`src/rtl/core/sbip_pkg.sv`:
```
// Shared types and constants for the interpolating sample player.
// Holds the request/result structs, code enums and fixed widths.
// Used by sbip_interp and the top level; sbip_ram has no package dependency.
package sbip_pkg;

    localparam int MAX_LENGTH  = 4096;
    localparam int SAMPLE_BITS = 24;
    localparam int FRAC_BITS   = 16;
    localparam int ADDR_W      = $clog2(MAX_LENGTH);
    localparam int POS_W       = ADDR_W + 1;
    localparam int STEP_W      = 24;
    localparam int DIFF_W      = SAMPLE_BITS + 1;
    localparam int ACC_W       = DIFF_W + FRAC_BITS + 1;
    localparam int PSUM_W      = POS_W + FRAC_BITS + 1;

    typedef enum logic [2:0] {
        REQ_WRITE_AT  = 3'd0,
        REQ_READ_AT   = 3'd1,
        REQ_PUSH_BACK = 3'd2,
        REQ_READ_NEXT = 3'd3,
        REQ_STRETCH   = 3'd4,
        REQ_REWIND    = 3'd5
    } t_req_code;

    typedef struct packed {
        logic [2:0]                    req_type;
        logic [ADDR_W-1:0]             sample_index;
        logic signed [SAMPLE_BITS-1:0] write_sample;
        logic [STEP_W-1:0]             step_factor;
    } t_req;

    typedef struct packed {
        logic signed [SAMPLE_BITS-1:0] read_sample;
        logic [POS_W-1:0]              play_position;
        logic                          at_end;
        logic                          accepted;
    } t_rsp;

    // What an accepted request turns into after the bounds checks
    typedef enum logic [2:0] {
        K_NONE,
        K_WRITE,
        K_PUSH,
        K_READ,
        K_STEP,
        K_INTERP,
        K_REWIND
    } t_kind;

    typedef enum logic [1:0] {
        ALU_IDLE,
        ALU_LOAD,
        ALU_DIFF,
        ALU_MUL
    } t_alu_op;

    typedef enum logic [2:0] {
        S_IDLE,
        S_FETCH,
        S_DIFF,
        S_MUL,
        S_SUM
    } t_state;

endpackage

```
`src/rtl/core/sbip_interp.sv`:
```
// Shared interpolation unit: subtract, multiply by fraction, then add back.
// One operation per cycle under control of the sequencer; depends on sbip_pkg.
module sbip_interp
    import sbip_pkg::*;
(
    input  logic                          i_clk,
    input  t_alu_op                       i_op,
    input  logic signed [SAMPLE_BITS-1:0] i_sample,
    input  logic [FRAC_BITS-1:0]          i_frac,
    output logic signed [SAMPLE_BITS-1:0] o_result
);

    logic signed [SAMPLE_BITS-1:0] r_a;
    logic signed [ACC_W-1:0]       r_acc;
    logic signed [DIFF_W-1:0]      w_diff;
    logic signed [DIFF_W-1:0]      w_mul_in;
    logic signed [FRAC_BITS:0]     w_frac;
    logic signed [ACC_W-1:0]       w_prod;

    assign w_diff   = {i_sample[SAMPLE_BITS-1], i_sample} - {r_a[SAMPLE_BITS-1], r_a};
    assign w_mul_in = r_acc[DIFF_W-1:0];
    assign w_frac   = {1'b0, i_frac};
    assign w_prod   = w_mul_in * w_frac;

    always_ff @(posedge i_clk) begin
        case (i_op)
            ALU_LOAD: r_a   <= i_sample;
            ALU_DIFF: r_acc <= ACC_W'(w_diff);
            ALU_MUL:  r_acc <= w_prod;
            default: ;
        endcase
    end

    // Taking bits above the fraction floors the product; the result lies
    // between both samples, so the wrap of the narrow add never shows
    assign o_result = r_a + r_acc[FRAC_BITS +: SAMPLE_BITS];

endmodule

```
`config.mk`:
```
export PLATFORM = sky130hd
export DESIGN_NAME = sbip_interp
export DESIGN_NICKNAME = d
export VERILOG_FILES = /design/src/rtl/core/sbip_pkg.sv /design/src/rtl/core/sbip_interp.sv
export SDC_FILE = /design/constraint.sdc
export NUM_CORES = 1
export LEC_CHECK = 0
export ABC_CLOCK_PERIOD_IN_PS = 9500
export BUFFER_PORTS_ARGS = -buffer_cell sky130_fd_sc_hd__buf_4
export CORE_MARGIN = 2
export CORE_UTILIZATION = 57
export CTS_BUF_LIST = sky130_fd_sc_hd__clkbuf_8
export CTS_CLUSTER_DIAMETER = 200
export CTS_CLUSTER_SIZE = 10
export DETAILED_ROUTE_END_ITERATION = 10
export MAX_ROUTING_LAYER = met4
export PLACE_DENSITY = 0.74
export SYNTH_ARGS = -nofsm -noshare
export SYNTH_HDL_FRONTEND = slang
export SYNTH_SLANG_ARGS = --single-unit
```
`constraint.sdc`:
```
create_clock -name i_clk -period 9.5 [get_ports i_clk]
set_input_delay 1.9 -clock i_clk [delete_from_list [all_inputs] [get_ports i_clk]]
set_output_delay 1.9 -clock i_clk [all_outputs]
set_load 0.02 [all_outputs]
```
# Word level (Yosys, flattened, before mapping)
# Index checks and enable logic that the tools add are counted.
[totals] wordCells=10 latchBits=0 mem_count=0 input_bits=43 rom_bits=0 out_inout_bits=24 ff_bits=64 ram_bits=0
[op_classes] addsub=2 order_cmp=0 div_mod_pow=0 mul=1 n_reduce_logical=1 n_mux=1 n_bitwise=0 shift=0 eq_ne=3
[op_table] cell="$pmux W40 S2" n=1
[op_table] cell="$mul A25 B17 Y40" n=1
[op_table] cell="$sub A24 B24 Y25" n=1
[op_table] cell="$add A24 B24 Y24" n=1
[op_table] cell="$eq A2 B2 Y1 const B" n=2
[op_table] cell="$eq A2 B1 Y1 const B" n=1
[op_table] cell="$reduce_bool A2 Y1" n=1

# Depth between registers and ports, before layout
# Gate-level depths: netlist (run 1).
[logic_depth] ltp_word=2 ltp_mapped=24 ltp_nobuf=23

# Worst setup path before layout (run 1)
# No wires, ideal clock.
[synth_timing] path_kind="input to register" startpoint="input i_frac[2]" endpoint="register r_acc[37] (data pin)" setup_time_ns=0.268 cell_stages=22 required_ns=9.232 n_path_buf=2 slack_ns=1.794 t_arrival_ns=7.438 path_cell_list="clkbuf_1 > clkbuf_1 > nand2_1 > fa_1 > fa_1 > fa_1 > inv_1 > fa_1 > fa_1 > inv_1 > fa_1 > inv_1 > ha_1 > and3_1 > and3_1 > nor2b_1 > and3_1 > a21oi_1 > o211ai_1 > a31oi_1 > xor2_1 > o21ai_0"
[synth_via] elab_chain_len=2
[synth_rtl] item="start, declared" line_no="sbip_interp.sv:9" text="input logic [FRAC_BITS-1:0] i_frac,"
[synth_rtl] item="$mul A25 B17 Y40" line_no="sbip_interp.sv:23" text="assign w_prod = w_mul_in * w_frac;"
[synth_rtl] item="$pmux W40 S2" line_no="sbip_interp.sv:26" text="case (i_op)"
[synth_rtl] item="end signal, assigned" line_no="sbip_interp.sv:28" text="ALU_DIFF: r_acc <= ACC_W'(w_diff);"
[synth_rtl] item="end signal, assigned" line_no="sbip_interp.sv:29" text="ALU_MUL: r_acc <= w_prod;"
[synth_rtl] item="end, declared" line_no="sbip_interp.sv:14" text="logic signed [ACC_W-1:0] r_acc;"
# No other way between the ends.
# A chain may end at the register's enable or synchronous reset.

# Final worst setup path (run 1)
[layout_timing] startpoint="input i_frac[8]" endpoint="register r_acc[38] (data pin)"
# Same word-level chain as after synthesis.

==> flow_metrics.env, run 1 <==
export IMPL_initial_core_util=0.575
export IMPL_design_die_area_um2=34100
export IMPL_clkTransAtPathRegs_ns=0.08
export IMPL_max_slew_margin=0.264
export IMPL_die_x_um=185
export IMPL_die_h_um=185
export IMPL_dr_pass1_iters=5
export IMPL_hold_viol=0
export IMPL_ant_nets=0
export IMPL_cp_max_fo=25
export IMPL_track_usage=0.295
export IMPL_syn_area_um2=18600
export IMPL_async_flop_share=0
export IMPL_place_congestion=0.907
export IMPL_min_period_ns=7.90
export IMPL_area_growth_pct=5.32
export IMPL_maxCapViolCount=0
export IMPL_start_kind="input port"
export IMPL_final_cell_mix="inv_1, fa_1, nand2_1, and2_1, ha_1"
export IMPL_postCtsSetupBuffers=0
export IMPL_portBuffers=66
export IMPL_ctsResizeCount=0
export IMPL_routed_wl_um=45600
export IMPL_seq_area_frac_synth=0.103
export IMPL_antenna_found_initial=0
export IMPL_finalSetupTns_ns=0
export IMPL_synth_flop_cell="edfxtp_1"
export IMPL_num_io_pins=67
export IMPL_drtIter0Drc=936
export IMPL_place_hpwl_um=35900
export IMPL_cts_buffers=9
export IMPL_rsz0062_at_grt="no"
export IMPL_min_period_over_period=0.832
export IMPL_required_ns=9.54
export IMPL_cts_sinks=64
export IMPL_worstPathArrival_ns=7.94
export IMPL_yosysWarningCount=0
export IMPL_vias_per_cell=5.51
export IMPL_hold_class="reg -> reg"
export IMPL_grt_pass1_wl_um=75800
export IMPL_grt_max_degree=49
export IMPL_fillers=2828
export IMPL_final_common_cell="inv_1"
export IMPL_drive_gt1_frac=0.0477
export IMPL_core_um2=32400
export IMPL_yosysUniqueCellTypes=58
export IMPL_setup_viol=0
export IMPL_outcome="finished clean"
export IMPL_crit_reg2reg_launch="r_acc[12]"
export IMPL_nNetsFinal=2661
export IMPL_htree_levels=3
export IMPL_syn_inst=2083
export IMPL_drc=0
export IMPL_synth_seq_cells=64
export IMPL_clockBufferDepth=2
export IMPL_critPathCaptureType="register"
export IMPL_synth_edff_count=64
export IMPL_cts_tree="done"
export IMPL_gr_total_overflow=0
export IMPL_clock_latency_ns=0.35
export IMPL_worstMarginPinSlew_ns=1.10
export IMPL_synth_area_per_cell_um2=8.94
export IMPL_row_count=66
export IMPL_finalMaxSlewViolations=0
export IMPL_cts_root_buf="clkbuf_8"
export IMPL_ctsHoldBuffers=0
export IMPL_vias=14000
export IMPL_cp_startpoint="i_frac[8]"
export IMPL_grt_pass1_vias=14800
export IMPL_syn_nets=2652
export IMPL_critical_path_class="in -> reg"
export IMPL_post_drt_wl_per_cell_um=17.9
export IMPL_finClkSkew_ns=0.00848
export IMPL_min_from="r_a[0]"
export IMPL_fmax_ghz=0.127
==> sequential cells by signal (all words and copies together) (netlist names) <==
register	flops
r_acc	40
r_a	24
==> final cells by class <==
class | count | area (µm²) | share of cell area
antenna | 1 | 2.50 | 0.000128
clock buffer | 9 | 124 | 0.00631
clock inverter | 7 | 47.5 | 0.00242
inverter | 502 | 1880 | 0.0960
multi-input combinational | 1443 | 14500 | 0.741
sequential | 64 | 1920 | 0.0980
tap | 442 | 553 | 0.0282
timing repair buffer | 72 | 541 | 0.0275
==> routing by layer <==
metal	up-vias	GRT usage	routed length [µm]
met5	-	-	0
met2	469	0.498	22900
met1	7052	0.377	18300
li1	6347	-	-
met4	0	0.100	1770
met3	117	0.0265	2590
==> cell usage after synthesis (2+ instances only) <==
library cell | number | area (µm²)
ha_1 | 145 | 1810
nor3_1 | 16 | 80.1
a211oi_1 | 10 | 75.1
a31o_2 | 2 | 17.5
a21boi_0 | 3 | 22.5
o31ai_1 | 7 | 52.6
nor2_1 | 58 | 218
xnor2_1 | 49 | 429
o311ai_0 | 2 | 17.5
o211ai_1 | 11 | 82.6
a31oi_1 | 7 | 43.8
or4_1 | 3 | 22.5
nand2b_1 | 12 | 75.1
nand4_1 | 5 | 31.3
a211oi_2 | 2 | 25.0
and2_1 | 163 | 1020
nand2_1 | 285 | 1070
a21oi_1 | 68 | 340
o31a_1 | 4 | 35.0
nand3_1 | 18 | 90.1
nand3b_1 | 5 | 37.5
or3_1 | 8 | 50.1
and3_1 | 7 | 43.8
o22ai_1 | 3 | 18.8
a311o_1 | 2 | 20.0
o21bai_1 | 8 | 60.1
o21a_1 | 17 | 128
clkbuf_1 | 73 | 274
inv_1 | 502 | 1880
o21ai_1 | 5 | 25.0
and4_1 | 3 | 26.3
fa_1 | 381 | 7630
xor2_1 | 24 | 210
o21ai_0 | 56 | 280
o2111ai_1 | 2 | 17.5
nor4_1 | 3 | 18.8
edfxtp_1 | 64 | 1920
a21o_1 | 22 | 165
nor2b_1 | 9 | 56.3
==> per-stage QoR <==
step                cells  hold WS [ns]  utilization  setup WS [ns]  area [µm²]
floorplan            2083         0.658            -           1.79       18600
finish               2540         0.740        0.606           1.60       19600
global placement     2523         0.711        0.601           1.37       19400
CTS                  2539         0.736        0.606           1.69       19600
detailed placement   2523         0.715        0.601           1.32       19400
global route         2539         0.755        0.606           1.23       19600
==> critical path, stage by stage <==
cell      delay, ns
buf_4          0.31
nand2_1        0.14
fa_1           0.58
inv_1          0.06
fa_1           0.49
fa_1           0.59
fa_1           0.45
fa_1           0.49
inv_1          0.05
fa_1           0.47
inv_1          0.04
ha_1           0.38
and3_1         0.20
and3_1         0.17
nor2b_1        0.30
o21ai_0        0.14
nor2_1         0.31
o221ai_2       0.23
a211oi_2       0.35
or3_1          0.17
nand4_1        0.09
==> logic make-up after synthesis <==
family	share of synthesized area
adder cells (fa/ha/maj)	0.507
AO/OA/AOI/OAI	0.0864
buffers and inverters	0.116
XOR/XNOR	0.0343
AND/OR/NAND/NOR	0.153
flip-flops	0.103
==> path summary, 6_finish.rpt <==
check	cells after the start	end	slack, ns
max	21	r_acc[38]	1.60
min	2	r_acc[0]	0.74
max reg2reg	20	r_acc[38]	2.44
min reg2reg	2	r_acc[0]	0.74
Power of run 1 is not shown: default switching activity piles up to over one toggle a cycle in this logic, so the estimate is an artifact.
==> run 2: changes to the inputs <==
Settings changed: ABC_CLOCK_PERIOD_IN_PS 9500 to 8000.
Clock period 9.5 ns to 8 ns, I/O delays scaled along.
==> run 2 against run 1 <==
Against the previous run: cell count is 0.28% higher; critical path type unchanged; cell area up 0.59%; highest routed layer unchanged; die area stayed put.
==> flow_metrics.env, run 2 (synthesis results as in run 1) <==
export IMPL_nNetsFinal=2669
export IMPL_min_period_ns=7.47
export IMPL_initial_core_util=0.575
export IMPL_grt_pass1_wl_um=76600
export IMPL_vias_per_cell=5.51
export IMPL_start_kind="input port"
export IMPL_gr_total_overflow=0
export IMPL_dr_pass1_iters=5
export IMPL_cts_sinks=64
export IMPL_clockBufferDepth=2
export IMPL_worstPathArrival_ns=7.54
export IMPL_die_x_um=185
export IMPL_fmax_ghz=0.134
export IMPL_maxCapViolCount=0
export IMPL_die_h_um=185
export IMPL_ant_nets=0
export IMPL_drtIter0Drc=892
export IMPL_r2r_end="r_acc[38]"
export IMPL_critPathCaptureType="register"
export IMPL_area_growth_pct=5.94
export IMPL_fillers=2834
export IMPL_cp_slowest_stage_delay_ns=0.60
export IMPL_core_um2=32400
export IMPL_finalSetupTns_ns=0
export IMPL_ctsResizeCount=0
export IMPL_antenna_found_initial=0
export IMPL_holdPathStages=2
export IMPL_crit_reg2reg_launch="r_acc[17]"
export IMPL_design_die_area_um2=34100
export IMPL_cts_tree="done"
export IMPL_max_slew_margin=0.252
export IMPL_reg2regPathDepth=20
export IMPL_num_io_pins=67
export IMPL_ctsHoldBuffers=0
export IMPL_largestRegisters="r_acc x40, r_a x24"
export IMPL_cp_max_fo=25
export IMPL_critical_path_class="in -> reg"
export IMPL_cpMaxStageDelayCell="fa_1"
export IMPL_vias=14000
export IMPL_drive_gt1_frac=0.0513
export IMPL_hold_end="r_acc[0]"
export IMPL_seq_area_um2=1920
export IMPL_cts_buffers=9
export IMPL_clkTransAtPathRegs_ns=0.08
export IMPL_hold_class="reg -> reg"
export IMPL_grt_max_degree=49
export IMPL_place_congestion=0.903
export IMPL_required_ns=8.07
export IMPL_postCtsSetupBuffers=0
export IMPL_rsz0062_at_grt="no"
export IMPL_post_drt_wl_per_cell_um=17.8
export IMPL_row_count=66
export IMPL_setup_viol=0
export IMPL_r2r_setup_slack_ns=1.07
export IMPL_grt_pass1_vias=15100
export IMPL_cpMostUsedCell="fa_1"
export IMPL_min_period_over_period=0.934
export IMPL_outcome="finished clean"
export IMPL_multi_input_area_um2=14500
export IMPL_portBuffers=66
export IMPL_largest_register_ffs=40
export IMPL_crit_chain="buf_4 -> nand2_1 -> fa_1 -> fa_1 -> fa_1 -> fa_1 -> inv_1 -> fa_1 -> inv_1 -> fa_1 -> inv_1 -> ha_1 -> a21oi_1 -> o21ai_0 -> a32oi_1 -> nand2_1 -> a21oi_1 -> buf_4 -> o211ai_1 -> o21ai_0 -> xnor2_1 -> o21ai_1"
export IMPL_htree_levels=3
export IMPL_final_cell_mix="inv_1, fa_1, nand2_1, and2_1, ha_1"
export IMPL_final_common_cell="inv_1"
export IMPL_place_hpwl_um=36600
export IMPL_drc=0
export IMPL_n_antenna_cell=0
export IMPL_finClkSkew_ns=0.00931
export IMPL_finalMaxSlewViolations=0
export IMPL_largest_register="r_acc"
export IMPL_clock_latency_ns=0.37
export IMPL_min_from="r_a[0]"
export IMPL_routed_wl_um=45400
export IMPL_hold_viol=0
export IMPL_track_usage=0.296
export IMPL_cts_root_buf="clkbuf_8"
export IMPL_worstMarginPinSlew_ns=1.11
run 2: changes by cell type in the layout (fill, tap and decap cells not counted), moves of 2 or more:
cell       delta
bufinv_16     +2
buf_4         +8
clkinv_2      -3
clkinv_4      +2
run 2: metrics by stage:
stage          instances  instance area [µm²]  setup WS (ns)   util  hold slack, ns
3_3_place_gp        2531                19500          0.302  0.603           0.710
5_1_grt             2547                19700          0.212  0.610           0.777
2_1_floorplan       2083                18600          0.594      -           0.658
6_report            2547                19700          0.528  0.610           0.755
3_5_place_dp        2531                19500          0.249  0.603           0.740
4_1_cts             2547                19700          0.619  0.610           0.759
run 2: layout make-up:
cell class / count / area share
Inverter: 502 / 0.0955
Tap cell: 442 / 0.0280
Clock buffer: 9 / 0.00628
Clock inverter: 7 / 0.00533
Sequential cell: 64 / 0.0974
Multi-Input combinational cell: 1443 / 0.737
Timing Repair Buffer: 80 / 0.0304
run 2: worst max-delay path, delay by kind of cell:
family	cells	cell delay, ns
buffers and inverters	5	0.66
AND/OR/NAND/NOR	2	0.31
XOR/XNOR	1	0.15
AO/OA/AOI/OAI	7	1.27
adder cells (fa/ha/maj)	7	3.51
run 2: worst max path at each step:
| stage | from | cells past startpoint | endpoint |
|---|---|---|---|
| 2_1_floorplan | i_frac[2] | 22 | r_acc[37] |
| 3_3_place_gp | i_frac[2] | 21 | r_acc[38] |
| 3_5_place_dp | i_frac[2] | 21 | r_acc[37] |
| 4_1_cts | i_frac[2] | 21 | r_acc[37] |
| 5_1_grt | i_frac[8] | 22 | r_acc[35] |
| 6_report | i_frac[2] | 22 | r_acc[35] |
run 2: layer usage:
metal  GRT usage  up-vias  routed length, µm
met5           -        -                  0
met4      0.0946        0               1560
met3      0.0344      113               2650
met2       0.492      457              22500
met1       0.383     7098              18700
li1            -     6365                  -
Power of run 2 is left out for the same reason.
==> run 3: changes to the inputs <==
--- a/config.mk
+++ b/config.mk
@@ -9,5 +9,5 @@
 export BUFFER_PORTS_ARGS = -buffer_cell sky130_fd_sc_hd__buf_4
 export CORE_MARGIN = 2
-export CORE_UTILIZATION = 57
+export CORE_UTILIZATION = 45
 export CTS_BUF_LIST = sky130_fd_sc_hd__clkbuf_8
 export CTS_CLUSTER_DIAMETER = 200
@@ -15,5 +15,4 @@
 export DETAILED_ROUTE_END_ITERATION = 10
 export MAX_ROUTING_LAYER = met4
-export PLACE_DENSITY = 0.74
 export SYNTH_ARGS = -nofsm -noshare
 export SYNTH_HDL_FRONTEND = slang
==> constraint.sdc (replaced) <==
create_clock -name i_clk -period 8 [get_ports i_clk]
set_input_delay 0.4 -clock i_clk [delete_from_list [all_inputs] [get_ports i_clk]]
set_output_delay 0.4 -clock i_clk [all_outputs]
set_load 0.02 [all_outputs]
==> run 3 against run 2 <==
Against the previous run: utilization down 12 points; flip-flop and latch count unchanged; cell count up 3.3%; global-route usage down 6.1 points; first-iteration DRC count down 11%; critical path depth down 2; wire length up 3.1%; clock-buffer cell count unchanged; sequential share of layout area about the same; cell area up 0.41%; register-to-register slack worse by 0.07 ns; highest routed layer unchanged.
==> flow_metrics.env, run 3 (synthesis results as in run 1) <==
export IMPL_outcome="finished clean"
export IMPL_die_h_um=207
export IMPL_antenna_found_initial=0
export IMPL_postCtsSetupBuffers=0
export IMPL_area_growth_pct=6.37
export IMPL_fin_ws_ns=1.00
export IMPL_min_period_over_period=0.875
export IMPL_cp_slowest_stage_delay_ns=0.95
export IMPL_clkTransAtPathRegs_ns=0.08
export IMPL_grt_max_degree=49
export IMPL_die_x_um=207
export IMPL_path_buf_inv=3
export IMPL_core_um2=40800
export IMPL_post_drt_wl_per_cell_um=17.8
export IMPL_place_hpwl_um=38400
export IMPL_preCtsSetupSlack_ns=1.06
export IMPL_final_common_cell="inv_1"
export IMPL_worstMarginPinSlew_ns=1.14
export IMPL_crit_chain="nand2_1 -> fa_1 -> fa_1 -> fa_1 -> inv_1 -> fa_1 -> fa_1 -> inv_1 -> fa_1 -> inv_1 -> ha_1 -> o21a_1 -> o21a_1 -> a32oi_1 -> nand2_1 -> a21oi_1 -> o211ai_1 -> a31oi_1 -> xor2_1 -> o21ai_0"
export IMPL_design_die_area_um2=43000
export IMPL_gr_total_overflow=0
export IMPL_cts_sinks=64
export IMPL_worstPathArrival_ns=7.06
export IMPL_n_antenna_cell=0
export IMPL_crit_family="adder cells"
export IMPL_htree_levels=3
export IMPL_hold_class="in -> reg"
export IMPL_ctsResizeCount=0
export IMPL_initial_core_util=0.456
export IMPL_final_cell_mix="inv_1, fa_1, nand2_1, and2_1, ha_1"
export IMPL_place_congestion=0.873
export IMPL_ctsHoldBuffers=0
export IMPL_finalMaxSlewViolations=0
export IMPL_vias=13800
export IMPL_finClkSkew_ns=0.00772
export IMPL_vias_per_cell=5.24
export IMPL_portBuffers=66
export IMPL_cpMostUsedCell="fa_1"
export IMPL_clock_latency_ns=0.36
export IMPL_drtIter0Drc=794
export IMPL_cts_tree="done"
export IMPL_routed_wl_um=46800
export IMPL_maxCapViolCount=0
export IMPL_cp_max_fo=16
export IMPL_cts_root_buf="clkbuf_8"
export IMPL_largestRegisters="r_acc x40, r_a x24"
export IMPL_rsz0062_at_grt="no"
export IMPL_row_count=74
export IMPL_num_io_pins=67
export IMPL_drc=0
export IMPL_nNetsFinal=2662
export IMPL_cpMaxStageDelayCell="edfxtp_1"
export IMPL_dr_pass1_iters=5
export IMPL_drive_gt1_frac=0.0481
export IMPL_largest_register_ffs=40
export IMPL_dpl_cell_area_um2=19600
export IMPL_required_ns=8.06
export IMPL_fmax_ghz=0.143
export IMPL_clockBufferDepth=2
export IMPL_critical_path_class="reg -> reg"
export IMPL_largest_register="r_acc"
export IMPL_grt_pass1_vias=14800
export IMPL_start_kind="register"
export IMPL_hold_viol=0
export IMPL_setup_viol=0
export IMPL_critPathCaptureType="register"
export IMPL_grt_pass1_wl_um=78400
export IMPL_min_period_ns=7.00
export IMPL_finalSetupTns_ns=0
export IMPL_track_usage=0.235
export IMPL_max_slew_margin=0.232
export IMPL_cts_buffers=9
export IMPL_ant_nets=0
export IMPL_final_area_um2=19800
==> run 3: cell types whose count changed in the layout (fill, tap and decap cells not counted), sizes merged <==
cell and change:
clkinv -2, bufinv +1, clkinvlp -1, buf -7
inv +2
==> run 3: worst reg2reg max path: cells and delay by family, from the launching register on <==
family / cells / cell delay [ns]
xor+xnor: 1 / 0.15
buf+inv: 3 / 0.16
flops: 1 / 0.95
compound gates: 7 / 1.62
fa+ha+maj: 7 / 3.45
simple gates: 2 / 0.37
==> run 3: area by class of cell <==
class | instances | area [µm²]
well taps | 532 | 666
inverters | 502 | 1880
flip-flops and latches | 64 | 1920
fillers | 3911 | 21000
multi-input cells | 1443 | 14500
clock buffers | 9 | 124
repair buffers | 73 | 548
clock inverters | 7 | 125
==> run 3: per-stage QoR <==
step                      std cells  utilization  hold slack, ns
after floorplan                2083            -           0.499
after global placement         2614        0.479           0.595
after detailed placement       2614        0.479           0.594
after CTS                      2630        0.485           0.208
after global routing           2630        0.485           0.204
final                          2630        0.485           0.222
==> run 3: path summary, 6_finish.rpt <==
| kind | start | endpoint | slack, ns | depth (start not counted) |
|---|---|---|---|---|
| max | r_acc[13] | r_acc[37] | 1.00 | 20 |
| min | i_sample[14] | r_a[14] | 0.22 | 1 |
| max reg2reg | r_acc[13] | r_acc[37] | 1.00 | 20 |
| min reg2reg | r_a[0] | r_acc[0] | 0.71 | 2 |
==> run 3: per-layer routing <==
layer | share of wire | GRT usage | up-vias
met2 | 0.50 | 0.394 | 331
met1 | 0.45 | 0.314 | 7049
li1 | - | - | 6354
met5 | 0 | - | -
met3 | 0.038 | 0.0224 | 37
met4 | 0.015 | 0.0429 | 0
Power of run 3 is left out for the same reason.
